===== src/rtl/tcce_pkg.sv =====
// Package for the text console cursor engine.
// Holds the register file, result item and push bundle types and the code constants.
// No dependencies.
`timescale 1ns / 1ps

package tcce_pkg;

  typedef enum logic [1:0] {
    KIND_UART   = 2'd0,
    KIND_DRAW   = 2'd1,
    KIND_ERASE  = 2'd2,
    KIND_SCROLL = 2'd3
  } kind_t;

  typedef enum logic [2:0] {
    REG_FONT_KIND     = 3'd0,
    REG_FONT_WIDTH    = 3'd1,
    REG_FONT_HEIGHT   = 3'd2,
    REG_GLYPH_COUNT   = 3'd3,
    REG_SCREEN_WIDTH  = 3'd4,
    REG_SCREEN_HEIGHT = 3'd5,
    REG_NO_SCROLL     = 3'd6,
    REG_UNUSED        = 3'd7
  } reg_index_t;

  localparam logic       OP_PRINT   = 1'b0;
  localparam logic       OP_PLACE   = 1'b1;
  localparam logic       FONT_FIXED = 1'b0;
  localparam logic       FONT_SIZED = 1'b1;

  localparam logic [7:0] CHAR_BS      = 8'h08;
  localparam logic [7:0] CHAR_TAB     = 8'h09;
  localparam logic [7:0] CHAR_LF      = 8'h0A;
  localparam logic [7:0] CHAR_CR      = 8'h0D;
  localparam logic [7:0] CHAR_ESC     = 8'h1B;
  localparam logic [7:0] CHAR_LBRACK  = 8'h5B;
  localparam logic [7:0] CHAR_RBRACK  = 8'h5D;

  localparam logic [23:0] INK_WHITE   = 24'hFFFFFF;
  localparam logic [2:0]  HEX_DIGITS  = 3'd6;
  localparam int          TAB_STEP    = 8;
  localparam int          FIXED_ADV   = 8;
  localparam int          SCR_BITS    = 13;

  typedef struct packed {
    logic        font_kind;
    logic [5:0]  font_width;
    logic [5:0]  font_height;
    logic [9:0]  glyph_count;
    logic [12:0] screen_width;
    logic [12:0] screen_height;
    logic        no_scroll;
  } cfg_t;

  typedef struct packed {
    kind_t       kind;
    logic [7:0]  uart_byte;
    logic [15:0] pos_x;
    logic [15:0] pos_y;
    logic [7:0]  glyph;
    logic [23:0] ink;
    logic        last;
  } res_t;

  typedef struct packed {
    logic [1:0]       count;
    res_t [2:0]       items;
  } push_t;

endpackage


===== src/rtl/text_console_cursor_engine_top.sv =====
// Top level of the text console cursor engine.
// Instantiates tcce_cfg_regs, tcce_core and tcce_result_queue; depends on tcce_pkg.
//
//   Channel   Direction  Handshake                  Contents
//   s_*       in         s_tvalid / s_tready        console character or place-cursor
//   m_*       out        m_tvalid / m_tready        echo, scroll, draw and erase commands
//   APB       in         psel / penable, pready=1   configuration registers
//
// One input transfer is taken per cycle while s_tready is high; its results are ready in the cycle after.
// Each transfer makes zero to three results, which leave one per cycle, while m_tready
// is high, from a four-entry queue; s_tready is high while that queue holds at most one entry.
// Reset is synchronous and clears the cursor, the escape state, the queue and
// sets the ink to white. The output holds its transfer while m_tready is low.
`timescale 1ns / 1ps

module text_console_cursor_engine_top #(
  parameter int COORD_BITS = 16
) (
  input  logic        clk,
  input  logic        rst,
  input  logic        s_tvalid,
  output logic        s_tready,
  input  logic [47:0] s_tdata,   // char_code[7:0], echo_uart[8], new_x[24:9], new_y[40:25]
  input  logic        s_tuser,   // op[0]
  output logic        m_tvalid,
  input  logic        m_tready,
  output logic [71:0] m_tdata,   // uart_byte[7:0], pos_x[23:8], pos_y[39:24], glyph[47:40],
                                 // ink[71:48]
  output logic [1:0]  m_tuser,   // kind[1:0]
  output logic        m_tlast,
  input  logic        psel,
  input  logic        penable,
  input  logic        pwrite,
  input  logic [4:0]  paddr,
  input  logic [31:0] pwdata,
  output logic [31:0] prdata,
  output logic        pready
);
  import tcce_pkg::*;

  cfg_t  cfg;
  push_t push;
  res_t  head;
  logic  accept;

  assign accept = s_tvalid && s_tready;

  tcce_cfg_regs u_cfg (
    .clk     (clk),
    .rst     (rst),
    .psel    (psel),
    .penable (penable),
    .pwrite  (pwrite),
    .paddr   (paddr),
    .pwdata  (pwdata),
    .prdata  (prdata),
    .pready  (pready),
    .cfg     (cfg)
  );

  tcce_core #(
    .COORD_BITS (COORD_BITS)
  ) u_core (
    .clk       (clk),
    .rst       (rst),
    .cfg       (cfg),
    .accept    (accept),
    .in_op     (s_tuser),
    .char_code (s_tdata[7:0]),
    .echo_uart (s_tdata[8]),
    .new_x     (s_tdata[24:9]),
    .new_y     (s_tdata[40:25]),
    .push      (push)
  );

  tcce_result_queue u_queue (
    .clk       (clk),
    .rst       (rst),
    .push      (push),
    .pop       (m_tvalid && m_tready),
    .has_room  (s_tready),
    .not_empty (m_tvalid),
    .head      (head)
  );

  assign m_tdata = {head.ink, head.glyph, head.pos_y, head.pos_x, head.uart_byte};
  assign m_tuser = head.kind;
  assign m_tlast = head.last;

endmodule


===== src/rtl/tcce_cfg_regs.sv =====
// Configuration register file with an APB-style slave port.
// Depends on tcce_pkg for the register layout and index codes.
`timescale 1ns / 1ps

module tcce_cfg_regs (
  input  logic              clk,
  input  logic              rst,
  input  logic              psel,
  input  logic              penable,
  input  logic              pwrite,
  input  logic [4:0]        paddr,
  input  logic [31:0]       pwdata,
  output logic [31:0]       prdata,
  output logic              pready,
  output tcce_pkg::cfg_t    cfg
);
  import tcce_pkg::*;

  reg_index_t index;
  logic       wr_en;

  assign pready = 1'b1;
  assign wr_en  = psel && penable && pwrite;
  assign index  = reg_index_t'(paddr[4:2]);

  always_ff @(posedge clk) begin
    if (rst) begin
      cfg.font_kind     <= FONT_SIZED;
      cfg.font_width    <= 6'd7;
      cfg.font_height   <= 6'd14;
      cfg.glyph_count   <= 10'd256;
      cfg.screen_width  <= 13'd1024;
      cfg.screen_height <= 13'd768;
      cfg.no_scroll     <= 1'b0;
    end else if (wr_en) begin
      unique case (index)
        REG_FONT_KIND:     cfg.font_kind     <= pwdata[0];
        REG_FONT_WIDTH:    cfg.font_width    <= pwdata[5:0];
        REG_FONT_HEIGHT:   cfg.font_height   <= pwdata[5:0];
        REG_GLYPH_COUNT:   cfg.glyph_count   <= pwdata[9:0];
        REG_SCREEN_WIDTH:  cfg.screen_width  <= pwdata[12:0];
        REG_SCREEN_HEIGHT: cfg.screen_height <= pwdata[12:0];
        REG_NO_SCROLL:     cfg.no_scroll     <= pwdata[0];
        default: ;
      endcase
    end
  end

  always_comb begin
    unique case (index)
      REG_FONT_KIND:     prdata = {31'd0, cfg.font_kind};
      REG_FONT_WIDTH:    prdata = {26'd0, cfg.font_width};
      REG_FONT_HEIGHT:   prdata = {26'd0, cfg.font_height};
      REG_GLYPH_COUNT:   prdata = {22'd0, cfg.glyph_count};
      REG_SCREEN_WIDTH:  prdata = {19'd0, cfg.screen_width};
      REG_SCREEN_HEIGHT: prdata = {19'd0, cfg.screen_height};
      REG_NO_SCROLL:     prdata = {31'd0, cfg.no_scroll};
      default:           prdata = 32'd0;
    endcase
  end

endmodule


===== src/rtl/tcce_core.sv =====
// Cursor, ink and escape state with the per-character decode.
// Produces up to three result items per accepted transfer. Depends on tcce_pkg.
`timescale 1ns / 1ps

module tcce_core #(
  parameter int COORD_BITS = 16
) (
  input  logic              clk,
  input  logic              rst,
  input  tcce_pkg::cfg_t    cfg,
  input  logic              accept,
  input  logic              in_op,
  input  logic [7:0]        char_code,
  input  logic              echo_uart,
  input  logic [15:0]       new_x,
  input  logic [15:0]       new_y,
  output tcce_pkg::push_t   push
);
  import tcce_pkg::*;

  localparam int CB   = COORD_BITS;
  localparam int CMPW = (CB + 1 > SCR_BITS) ? CB + 1 : SCR_BITS;

  logic [CB-1:0] col, col_next, row, row_next;
  logic [23:0]   ink, ink_next;
  logic          esc, esc_next;
  logic [2:0]    hex_count, hex_count_next, hex_count_inc;

  logic [CB-1:0] fw, fh, advance;
  logic [CB:0]   col_plus_fw, row1_plus_fh;
  logic          wrap, scroll;
  logic [CB-1:0] row_plus_fh, row1, col1, row2, col_after, bs_col, tab_col;
  logic          hex_ok;
  logic [3:0]    hex_nib;
  logic [7:0]    glyph;
  logic [1:0]    n;

  function automatic logic [4:0] hex_decode(input logic [7:0] c);
    logic [4:0] r;
    r = 5'd0;
    if (c >= 8'h30 && c <= 8'h39) r = {1'b1, 4'(c - 8'h30)};
    else if (c >= 8'h61 && c <= 8'h66) r = {1'b1, 4'(c - 8'h57)};
    else if (c >= 8'h41 && c <= 8'h46) r = {1'b1, 4'(c - 8'h37)};
    return r;
  endfunction

  function automatic res_t uart_item(input logic [7:0] b);
    res_t r;
    r           = '0;
    r.kind      = KIND_UART;
    r.uart_byte = b;
    return r;
  endfunction

  assign fw           = CB'(cfg.font_width);
  assign fh           = CB'(cfg.font_height);
  assign col_plus_fw  = {1'b0, col} + {1'b0, fw};
  assign wrap         = CMPW'(col_plus_fw) >= CMPW'(cfg.screen_width);
  assign row_plus_fh  = row + fh;
  assign row1         = wrap ? row_plus_fh : row;
  assign col1         = wrap ? '0 : col;
  assign row1_plus_fh = {1'b0, row1} + {1'b0, fh};
  assign scroll       = (CMPW'(row1_plus_fh) >= CMPW'(cfg.screen_height)) && !cfg.no_scroll;
  assign row2         = scroll ? ((row1 >= fh) ? row1 - fh : '0) : row1;
  assign advance      = (cfg.font_kind == FONT_FIXED) ? CB'(FIXED_ADV) : fw;
  assign col_after    = col1 + advance;
  assign bs_col       = (col >= fw) ? col - fw : '0;
  assign tab_col      = (col + CB'(TAB_STEP)) & ~CB'(TAB_STEP - 1);
  assign {hex_ok, hex_nib} = hex_decode(char_code);
  assign hex_count_inc = hex_count + 3'd1;
  assign glyph = (cfg.font_kind == FONT_FIXED) ? char_code :
                 ((char_code != 8'd0 && {2'b00, char_code} < cfg.glyph_count) ?
                  char_code : 8'd0);

  always_comb begin
    col_next       = col;
    row_next       = row;
    ink_next       = ink;
    esc_next       = esc;
    hex_count_next = hex_count;
    push           = '0;
    n              = 2'd0;
    if (accept) begin
      if (in_op == OP_PLACE) begin
        col_next = new_x[CB-1:0];
        row_next = new_y[CB-1:0];
      end else if (esc) begin
        ink_next = hex_ok ? {ink[19:0], hex_nib} : INK_WHITE;
        if (echo_uart) begin
          push.items[n] = uart_item(char_code);
          n = n + 2'd1;
        end
        if (hex_count_inc >= HEX_DIGITS) begin
          hex_count_next = 3'd0;
          esc_next       = 1'b0;
          if (echo_uart) begin
            push.items[n] = uart_item(CHAR_RBRACK);
            n = n + 2'd1;
          end
        end else begin
          hex_count_next = hex_count_inc;
        end
      end else begin
        if (echo_uart) begin
          push.items[n] = uart_item(char_code);
          n = n + 2'd1;
        end
        priority if (char_code == CHAR_ESC) begin
          esc_next       = 1'b1;
          hex_count_next = 3'd0;
          if (echo_uart) begin
            push.items[n] = uart_item(CHAR_LBRACK);
            n = n + 2'd1;
          end
        end else if (char_code == CHAR_BS) begin
          if (col != '0) begin
            if (cfg.font_kind == FONT_SIZED) begin
              push.items[n].kind  = KIND_ERASE;
              push.items[n].pos_x = 16'(bs_col);
              push.items[n].pos_y = 16'(row);
              n = n + 2'd1;
            end
            col_next = bs_col;
          end
        end else if (char_code == CHAR_TAB) begin
          col_next = tab_col;
        end else if (char_code == CHAR_CR) begin
          col_next = '0;
        end else if (char_code == CHAR_LF) begin
          col_next = '0;
          row_next = row_plus_fh;
        end else begin
          if (scroll) begin
            push.items[n].kind = KIND_SCROLL;
            n = n + 2'd1;
          end
          push.items[n].kind  = KIND_DRAW;
          push.items[n].pos_x = 16'(col1);
          push.items[n].pos_y = 16'(row2);
          push.items[n].glyph = glyph;
          push.items[n].ink   = ink;
          n = n + 2'd1;
          col_next = col_after;
          row_next = row2;
        end
      end
    end
    if (n != 2'd0) begin
      push.items[n - 2'd1].last = 1'b1;
    end
    push.count = n;
  end

  always_ff @(posedge clk) begin
    if (rst) begin
      col       <= '0;
      row       <= '0;
      ink       <= INK_WHITE;
      esc       <= 1'b0;
      hex_count <= 3'd0;
    end else begin
      col       <= col_next;
      row       <= row_next;
      ink       <= ink_next;
      esc       <= esc_next;
      hex_count <= hex_count_next;
    end
  end

endmodule


===== src/rtl/tcce_result_queue.sv =====
// Four-entry result queue that takes up to three items in a cycle and gives one.
// Depends on tcce_pkg for the result item and push bundle types.
`timescale 1ns / 1ps

module tcce_result_queue (
  input  logic              clk,
  input  logic              rst,
  input  tcce_pkg::push_t   push,
  input  logic              pop,
  output logic              has_room,
  output logic              not_empty,
  output tcce_pkg::res_t    head
);
  import tcce_pkg::*;

  localparam int DEPTH = 4;

  res_t       entries [DEPTH];
  logic [1:0] wp, rp;
  logic [2:0] count, count_next;

  assign not_empty  = count != 3'd0;
  assign has_room   = count <= 3'(DEPTH - 3);
  assign head       = entries[rp];
  assign count_next = count + 3'(push.count) - 3'(pop);

  always_ff @(posedge clk) begin
    if (rst) begin
      wp    <= 2'd0;
      rp    <= 2'd0;
      count <= 3'd0;
    end else begin
      wp    <= wp + push.count;
      rp    <= rp + 2'(pop);
      count <= count_next;
    end
  end

  always_ff @(posedge clk) begin
    for (int i = 0; i < 3; i++) begin
      if (2'(i) < push.count) begin
        entries[wp + 2'(i)] <= push.items[i];
      end
    end
  end

endmodule

===== config.mk =====
export PLATFORM = sky130hd
export DESIGN_NAME = text_console_cursor_engine_top
export DESIGN_NICKNAME = d
export VERILOG_FILES = /design/src/rtl/tcce_pkg.sv /design/src/rtl/text_console_cursor_engine_top.sv /design/src/rtl/tcce_cfg_regs.sv /design/src/rtl/tcce_core.sv /design/src/rtl/tcce_result_queue.sv
export SDC_FILE = /design/constraint.sdc
export NUM_CORES = 1
export LEC_CHECK = 0
export ABC_AREA = 1
export BUFFER_PORTS_ARGS = -buffer_cell sky130_fd_sc_hd__buf_2
export CAP_MARGIN = 5
export CORE_MARGIN = 3
export CORE_UTILIZATION = 41
export CTS_BUF_LIST = sky130_fd_sc_hd__clkbuf_4 sky130_fd_sc_hd__clkbuf_8 sky130_fd_sc_hd__clkbuf_16
export CTS_CLUSTER_DIAMETER = 60
export DETAILED_ROUTE_END_ITERATION = 6
export GPL_ROUTABILITY_DRIVEN = 1
export PLACE_DENSITY = 0.54
export SLEW_MARGIN = 20
export SYNTH_ARGS = -nofsm -noshare
export SYNTH_HDL_FRONTEND = slang
export SYNTH_SLANG_ARGS = --single-unit

===== constraint.sdc =====
create_clock -name clk -period 21 [get_ports clk]
set_clock_uncertainty 0.2 [all_clocks]
set_input_delay 3.15 -clock clk [delete_from_list [all_inputs] [get_ports clk]]
set_output_delay 3.15 -clock clk [all_outputs]
set_load 0.02 [all_outputs]

==> flow_metrics.tcl, run 1 <==
set metrics [dict create \
    setup_viol 0 \
    post_cts_resized 0 \
    power.switching_fraction_pct 47.1 \
    detailroute.via_count 27600 \
    ys_ff_latch 417 \
    aggregate_global_routing_overflow 0 \
    max_clock_freq_ghz 0.0799 \
    power_report.internal_total_w 0.00216 \
    drc 0 \
    mappedNetlistArea_um2 28200 \
    synthesis_to_layout_area_growth_pct 11.2 \
    drt_pass1_iterations 6 \
    initial_core_util_pct 41.7 \
    grt_pass1_vias 25600 \
    power_w 0.00408 \
    die_w_um 268 \
    post_drt_via_cell_ratio 5.88 \
    whs_path_depth 2 \
    synth_top_flop_cell "sky130_fd_sc_hd__edfxtp_1" \
    fp.dieH_um 268 \
    antenna_cells_inserted 0 \
    clock_latency_ns 0.61 \
    antenna_violations_before_repair 1 \
    endpoint_kind "flop" \
    syn_avg_cell_area_um2 7.54 \
    drt-total-wl_um 107000 \
    critical_r2r_launch "u_cfg.cfg[43]" \
    synthesized_netlist_cell_count 3741 \
    relative_contribution_of_sequential_cells_to_total_power_pct 26.5 \
    final_layout_size_suffix_gt1_share_pct 10.7 \
    switching_power_w 0.00192 \
    post_synth_edffs 300 \
    synth-async-reset-ratio_pct 0 \
    relSlewSlack_pct 25.2 \
    number_of_sinks_driven_by_the_clock_tree 417 \
    clk_pin_slew_ns 0.06 \
    grt_first_pass_wirelength_um 159000 \
    detail_route.iter0.violations 2904 \
    critical_path.reg2reg.endpoint "u_queue.entries[1][42]" \
    nFillCells 6863 \
    clock-root-buffer "sky130_fd_sc_hd__clkbuf_16" \
    report.final.hold_viol_count 0 \
    hp-class "flop to flop" \
    postCtsSetupBuffers 0 \
    status "complete, no violations" \
    avgRoutedWirePerCell_um 22.8 \
    timing.reg2reg.worst_path_depth 52 \
    grt_max_degree 87 \
    tightestPinTransition_ns 1.12 \
    setup_tns_ns 0 \
    gp_congestion 0.896 \
    power.combinational.fraction_pct 49.5 \
    global_route.usage.total_pct 29.1 \
    ant_nets 0 \
    timing_worst_setup_path_type "flop to flop" \
    cts_tree "built" \
    clock_tree.buffer_depth 3 \
    max_stage_delay_ns 0.90 \
    yosysSeqAreaShare_pct 40.2 \
    cts-htree-levels 2 \
    finish.instance_area_um2 31400 \
    finalNetCount 3953 \
    r2r_slack_ns 8.48 \
    worstHoldStart "u_cfg.cfg[0]" \
    timing.final.crit_share_pct 59.6 \
    cp_max_fo 55 \
    hold-path-endpoint "u_cfg.cfg[0]" \
    hpwlAfterDp_um 67300 \
    row_count 95 \
    peakVddDrop_uv 72.1 \
    detailed_place.area_um2 29500 \
    clock_power_share_pct 24.0 \
    yosys_warnings 0 \
    placement.io_buffers 154 \
    startpoint_class_of_the_critical_path "flop" \
    critPathSlowestCell "sky130_fd_sc_hd__buf_4" \
    cts.hold.buffers_added 0 \
    fp.dieArea_um2 72000 \
    power_density_over_cell_area_nw_per_um2 130 \
    finalCriticalPeriod_ns 12.52 \
    p_leak_nw 13.3 \
    holdWs_ns 0.279 \
    rsz0062_at_grt "false" \
    worst_ep_arrival_time_ns 12.53 \
    design.portCount 203 \
    worst-endpoint-required_ns 21.01 \
    maxCapViolCount 0 \
    cts_buffers 53 \
    synth_cell_types 57 \
    drv_slew 0 \
    floorplan.core_area_um2 67600 \
]
[cell type report]
| cell class | count | area (um2) | share of cell area, % |
|---|---|---|---|
| Sequential cell | 417 | 11400 | 36.2 |
| Inverter | 406 | 1530 | 4.87 |
| Clock buffer | 71 | 1560 | 4.96 |
| Timing Repair Buffer | 201 | 1120 | 3.58 |
| Multi-Input combinational cell | 2686 | 14400 | 45.9 |
| Tap cell | 873 | 1090 | 3.48 |
| Clock inverter | 29 | 339 | 1.08 |
[critical path, delay by kind of cell (launching register included)]
| kind | cells | cell delay, ns |
|---|---|---|
| AND/OR/NAND/NOR | 20 | 3.32 |
| XOR/XNOR | 2 | 0.33 |
| adder cells (fa/ha/maj) | 6 | 1.89 |
| AO/OA/AOI/OAI | 14 | 2.61 |
| buffers and inverters | 10 | 3.10 |
| flip-flops | 1 | 0.45 |
[Yosys cell counts, drive strengths merged (7+ instances only)]
library cell | n | area share [%]
a221oi | 14 | 0.46
clkbuf | 176 | 2.3
o221ai | 87 | 2.7
nor3 | 28 | 0.53
nand2 | 547 | 7.6
a21oi | 154 | 2.8
o2111ai | 7 | 0.22
buf | 74 | 1.6
nand4 | 57 | 1.3
xor2 | 37 | 1.1
o21ai | 451 | 8.0
o211ai | 28 | 0.76
edfxtp | 300 | 32
o22ai | 191 | 4.2
nor2 | 521 | 7.1
a31oi | 13 | 0.29
ha | 88 | 3.9
nand3 | 371 | 7.1
inv | 404 | 5.4
dfxtp | 117 | 8.3
fa | 7 | 0.50
a22oi | 25 | 0.67
[flip-flops by register name (all words and copies together), names as in the netlist]
register / count
u_cfg.cfg: 50
u_core.col: 16
u_core.hex_count: 3
u_core.ink: 24
u_queue.wp: 2
u_queue.rp: 2
u_core.row: 16
u_core.esc: 1
u_queue.entries: 300
u_queue.count: 3
[worst max-delay path by stage]
stage / start / endpoint / slack [ns] / cells after the start
after floorplan: u_cfg.cfg[43] / u_queue.entries[2][0] / 7.57 / 49
after global placement: u_cfg.cfg[43] / u_queue.entries[1][46] / 8.54 / 52
after detailed placement: u_cfg.cfg[43] / u_queue.entries[1][46] / 8.57 / 53
after CTS: u_cfg.cfg[43] / u_queue.entries[1][42] / 8.51 / 53
after global routing: u_cfg.cfg[43] / u_queue.entries[1][42] / 7.72 / 53
final: u_cfg.cfg[43] / u_queue.entries[1][42] / 8.48 / 52
[cells by family (layout without fill, tap and decap cells)]
family / Yosys count / count (layout) / share of synthesized area [%]
AOI/OAI and AO/OA: 990 / 990 / 20.7
xor gates and xnor gates: 43 / 43 / 1.33
adders and majority gates: 95 / 95 / 4.40
buffers and inverters: 656 / 707 / 9.37
DFF: 417 / 417 / 40.2
other: 2 / 20 / 0.0266
and+or+nand+nor: 1538 / 1538 / 24.0
[power groups by stage]
stage | sequential, W | combinational, W | clock, W
detailed placement | 0.00110 | 0.00200 | 0
global placement | 0.00110 | 0.00200 | 0
floorplan | 0.00108 | 0.00142 | 0
finish | 0.00108 | 0.00202 | 0.000980
CTS | 0.00108 | 0.00201 | 0.000991
global route | 0.00109 | 0.00222 | 0.00103
[stage by stage]
stage | setup slack, ns | utilization [%] | std cells
floorplan | 7.57 | - | 3759
global placement | 8.54 | 43.6 | 4583
detailed placement | 8.57 | 43.6 | 4583
CTS | 8.51 | 46.4 | 4683
global route | 7.72 | 46.4 | 4683
finish | 8.48 | 46.4 | 4683
[layout by cell type, fill, tap and decap left out, types with 10 or more instances in the layout]
cell                          n
sky130_fd_sc_hd__nor3_1      26
sky130_fd_sc_hd__nor2_1     504
sky130_fd_sc_hd__inv_2       22
sky130_fd_sc_hd__clkinv_2    10
sky130_fd_sc_hd__clkbuf_16   56
sky130_fd_sc_hd__dfxtp_1    115
sky130_fd_sc_hd__buf_2      154
sky130_fd_sc_hd__nand4_1     57
sky130_fd_sc_hd__conb_1      20
sky130_fd_sc_hd__xor2_1      37
sky130_fd_sc_hd__o21ai_0    443
sky130_fd_sc_hd__nand3_1    352
sky130_fd_sc_hd__buf_4       47
sky130_fd_sc_hd__nand2_1    519
sky130_fd_sc_hd__a31oi_1     13
sky130_fd_sc_hd__nand2_2     20
sky130_fd_sc_hd__o221ai_1    87
sky130_fd_sc_hd__o211ai_1    27
sky130_fd_sc_hd__a22oi_1     25
sky130_fd_sc_hd__a221oi_1    13
sky130_fd_sc_hd__nand3_2     11
sky130_fd_sc_hd__a21oi_1    153
sky130_fd_sc_hd__nor2_2      11
sky130_fd_sc_hd__inv_1      380
sky130_fd_sc_hd__edfxtp_1   300
sky130_fd_sc_hd__ha_1        88
sky130_fd_sc_hd__o22ai_1    191
[layer usage]
metal	GRT usage, %	wire [um]
met5	0	13
met4	11.3	4320
met3	4.25	8800
met2	47.7	49300
met1	38.8	44400
Power figures use the tool's default switching activity.
==> inputs of run 2 (changes only) <==
--- a/config.mk
+++ b/config.mk
@@ -14,7 +14,7 @@
 export CTS_CLUSTER_DIAMETER = 60
 export DETAILED_ROUTE_END_ITERATION = 6
 export GPL_ROUTABILITY_DRIVEN = 1
-export PLACE_DENSITY = 0.54
+export PLACE_DENSITY = 0.56
 export SLEW_MARGIN = 20
 export SYNTH_ARGS = -nofsm -noshare
 export SYNTH_HDL_FRONTEND = slang
==> constraint.sdc (replaced) <==
create_clock -name clk -period 11.5 [get_ports clk]
set_clock_uncertainty 0.2 [all_clocks]
set_input_delay 1.725 -clock clk [delete_from_list [all_inputs] [get_ports clk]]
set_output_delay 1.725 -clock clk [all_outputs]
set_load 0.02 [all_outputs]
==> run 2 against run 1 <==
  * The flow now finishes with violations (DRC)
  * Global-route usage down 0.22 points
  * Sequential cell count unchanged
  * Clock power increased by 68%
  * Register-to-register slack worse by 7.3 ns
  * Via count rose by 0.87%
  * Non-clock buffer count rose by 22
  * Die area stayed put
  * Total power is 80% higher
  * Setup slack got worse by 7.3 ns
  * Largest power group unchanged
  * Highest routed layer is now met4
==> flow_metrics.tcl, run 2 (synthesis gave the netlist of run 1 again) <==
set metrics [dict create \
    cts-htree-levels 2 \
    wl_met2_um 48300 \
    kind_of_cell_adding_the_most_delay_to_the_critical_path "simple AND/OR/NAND/NOR gates" \
    synthesis_to_layout_area_growth_pct 11.4 \
    status "complete, but fails checks" \
    postCtsSetupBuffers 0 \
    grt_pass1_vias 26200 \
    timing_worst_setup_path_type "flop to flop" \
    final.setup.worst_slack_ns 1.13 \
    post_drt_via_cell_ratio 5.91 \
    cts_tree "built" \
    detail_route.wirelength.met1_um 44000 \
    worst_ep_arrival_time_ns 10.44 \
    cts_buffers 53 \
    drt_pass1_iterations 7 \
    floorplan.core_area_um2 67600 \
    startpoint_class_of_the_critical_path "flop" \
    grt_first_pass_wirelength_um 159000 \
    detailed_place.area_um2 29700 \
    finalNetCount 3975 \
    largest_registers "u_queue.entries: 300 flops, u_cfg.cfg: 50 flops, u_core.ink: 24 flops" \
    avgRoutedWirePerCell_um 22.5 \
    power_density_over_cell_area_nw_per_um2 234 \
    finish.instance_area_um2 31400 \
    drc 4 \
    cp_max_fo 29 \
    clock-root-buffer "sky130_fd_sc_hd__clkbuf_16" \
    endpoint_kind "flop" \
    die_w_um 268 \
    power_w 0.00735 \
    ant_nets 0 \
    setup_viol 0 \
    r2r_slack_ns 1.13 \
    post_cts_resized 0 \
    mostFrequentLayoutCells "sky130_fd_sc_hd__nand2_1, sky130_fd_sc_hd__nor2_1, sky130_fd_sc_hd__o21ai_0" \
    worst-endpoint-required_ns 11.57 \
    fp.dieH_um 268 \
    rsz0062_at_grt "false" \
    placement.io_buffers 154 \
    finalCriticalPeriod_ns 10.37 \
    nFillCells 6920 \
    mostFrequentLayoutCell "sky130_fd_sc_hd__nand2_1" \
    regMostFlops "u_queue.entries" \
    final_util_pct 46.5 \
    detail_route.iter0.violations 3071 \
    detailedPlace.worstSlack_ns 1.18 \
    grt_max_degree 86 \
    critPathSlowestCell "sky130_fd_sc_hd__o21ai_4" \
    gp_congestion 0.908 \
    clock_latency_ns 0.60 \
    met3_wirelength_um 9100 \
    final_layout_size_suffix_gt1_share_pct 11.0 \
    timing.final.crit_share_pct 90.1 \
    row_count 95 \
    cts.hold.buffers_added 0 \
    tightestPinTransition_ns 1.10 \
    aggregate_global_routing_overflow 0 \
    antenna_violations_before_repair 4 \
    critical_path.most_common_cell "sky130_fd_sc_hd__ha_1" \
    drv_slew 0 \
    maxCapViolCount 0 \
    peakVddDrop_uv 122 \
    initial_core_util_pct 41.7 \
    design.portCount 203 \
    drt-total-wl_um 106000 \
    clock_tree.buffer_depth 3 \
    p_leak_nw 13.4 \
    critical_path_buf_inv_count 5 \
    max_stage_delay_ns 0.85 \
    hpwlAfterDp_um 67900 \
    clk_pin_slew_ns 0.06 \
    report.final.hold_viol_count 0 \
    detailroute.via_count 27800 \
    violations "DRC" \
    fp.dieArea_um2 72000 \
    max_clock_freq_ghz 0.0965 \
    largest_register_ffs 300 \
    global_route.usage.total_pct 28.8 \
    relSlewSlack_pct 26.7 \
    hp-class "flop to flop" \
    number_of_sinks_driven_by_the_clock_tree 417 \
    top_signal_layer_used "met4" \
]
-- run 2: per-stage QoR --
| stage | cells | TNS, ns | hold slack [ns] |
|---|---|---|---|
| CTS | 4704 | 0 | 0.283 |
| global route | 4704 | 0 | 0.297 |
| global placement | 4605 | 0 | 0.251 |
| finish | 4705 | 0 | 0.282 |
| detailed placement | 4605 | 0 | 0.268 |
| floorplan | 3759 | -377.02 | 0.248 |
-- run 2: final timing paths --
check                start                endpoint  cells after the start
max          u_cfg.cfg[43]  u_queue.entries[3][38]                     45
min          u_core.ink[2]           u_core.ink[6]                      2
max reg2reg  u_cfg.cfg[43]  u_queue.entries[3][38]                     45
min reg2reg  u_core.ink[2]           u_core.ink[6]                      2
-- run 2: where the power goes --
part / internal (W) / switching, W / total (W) / leakage [nW]
Sequential: 0.00186 / 0.000112 / 0.00197 / 4.00
Combinational: 0.00102 / 0.00271 / 0.00373 / 8.50
Clock: 0.000961 / 0.000689 / 0.00165 / 0.864
Total: 0.00384 / 0.00351 / 0.00735 / 13.4
-- run 2: final cells by class --
cell class	count	area [um2]	share of cell area, %
timing repair buffer	223	1330	4.22
antenna	1	2.50	0.00796
multi-input combinational	2686	14400	45.8
inverter	406	1530	4.86
sequential	417	11400	36.1
clock inverter	28	224	0.712
clock buffer	71	1520	4.84
tap	873	1090	3.47
-- run 2: worst register-to-register path, delay by kind of cell, from the launching register on --
| family | cells | cell delay, ns |
|---|---|---|
| xor+xnor | 2 | 0.35 |
| compound gates | 14 | 3.14 |
| flops | 1 | 0.45 |
| buf+inv | 5 | 0.68 |
| fa+ha+maj | 6 | 1.86 |
| simple gates | 18 | 3.33 |
-- run 2: layer usage --
layer / vias to the layer above / GRT usage, %
met5: - / 0
met4: 0 / 11.6
met3: 279 / 4.27
met2: 1393 / 47.1
met1: 13000 / 38.6
li1: 13200 / -
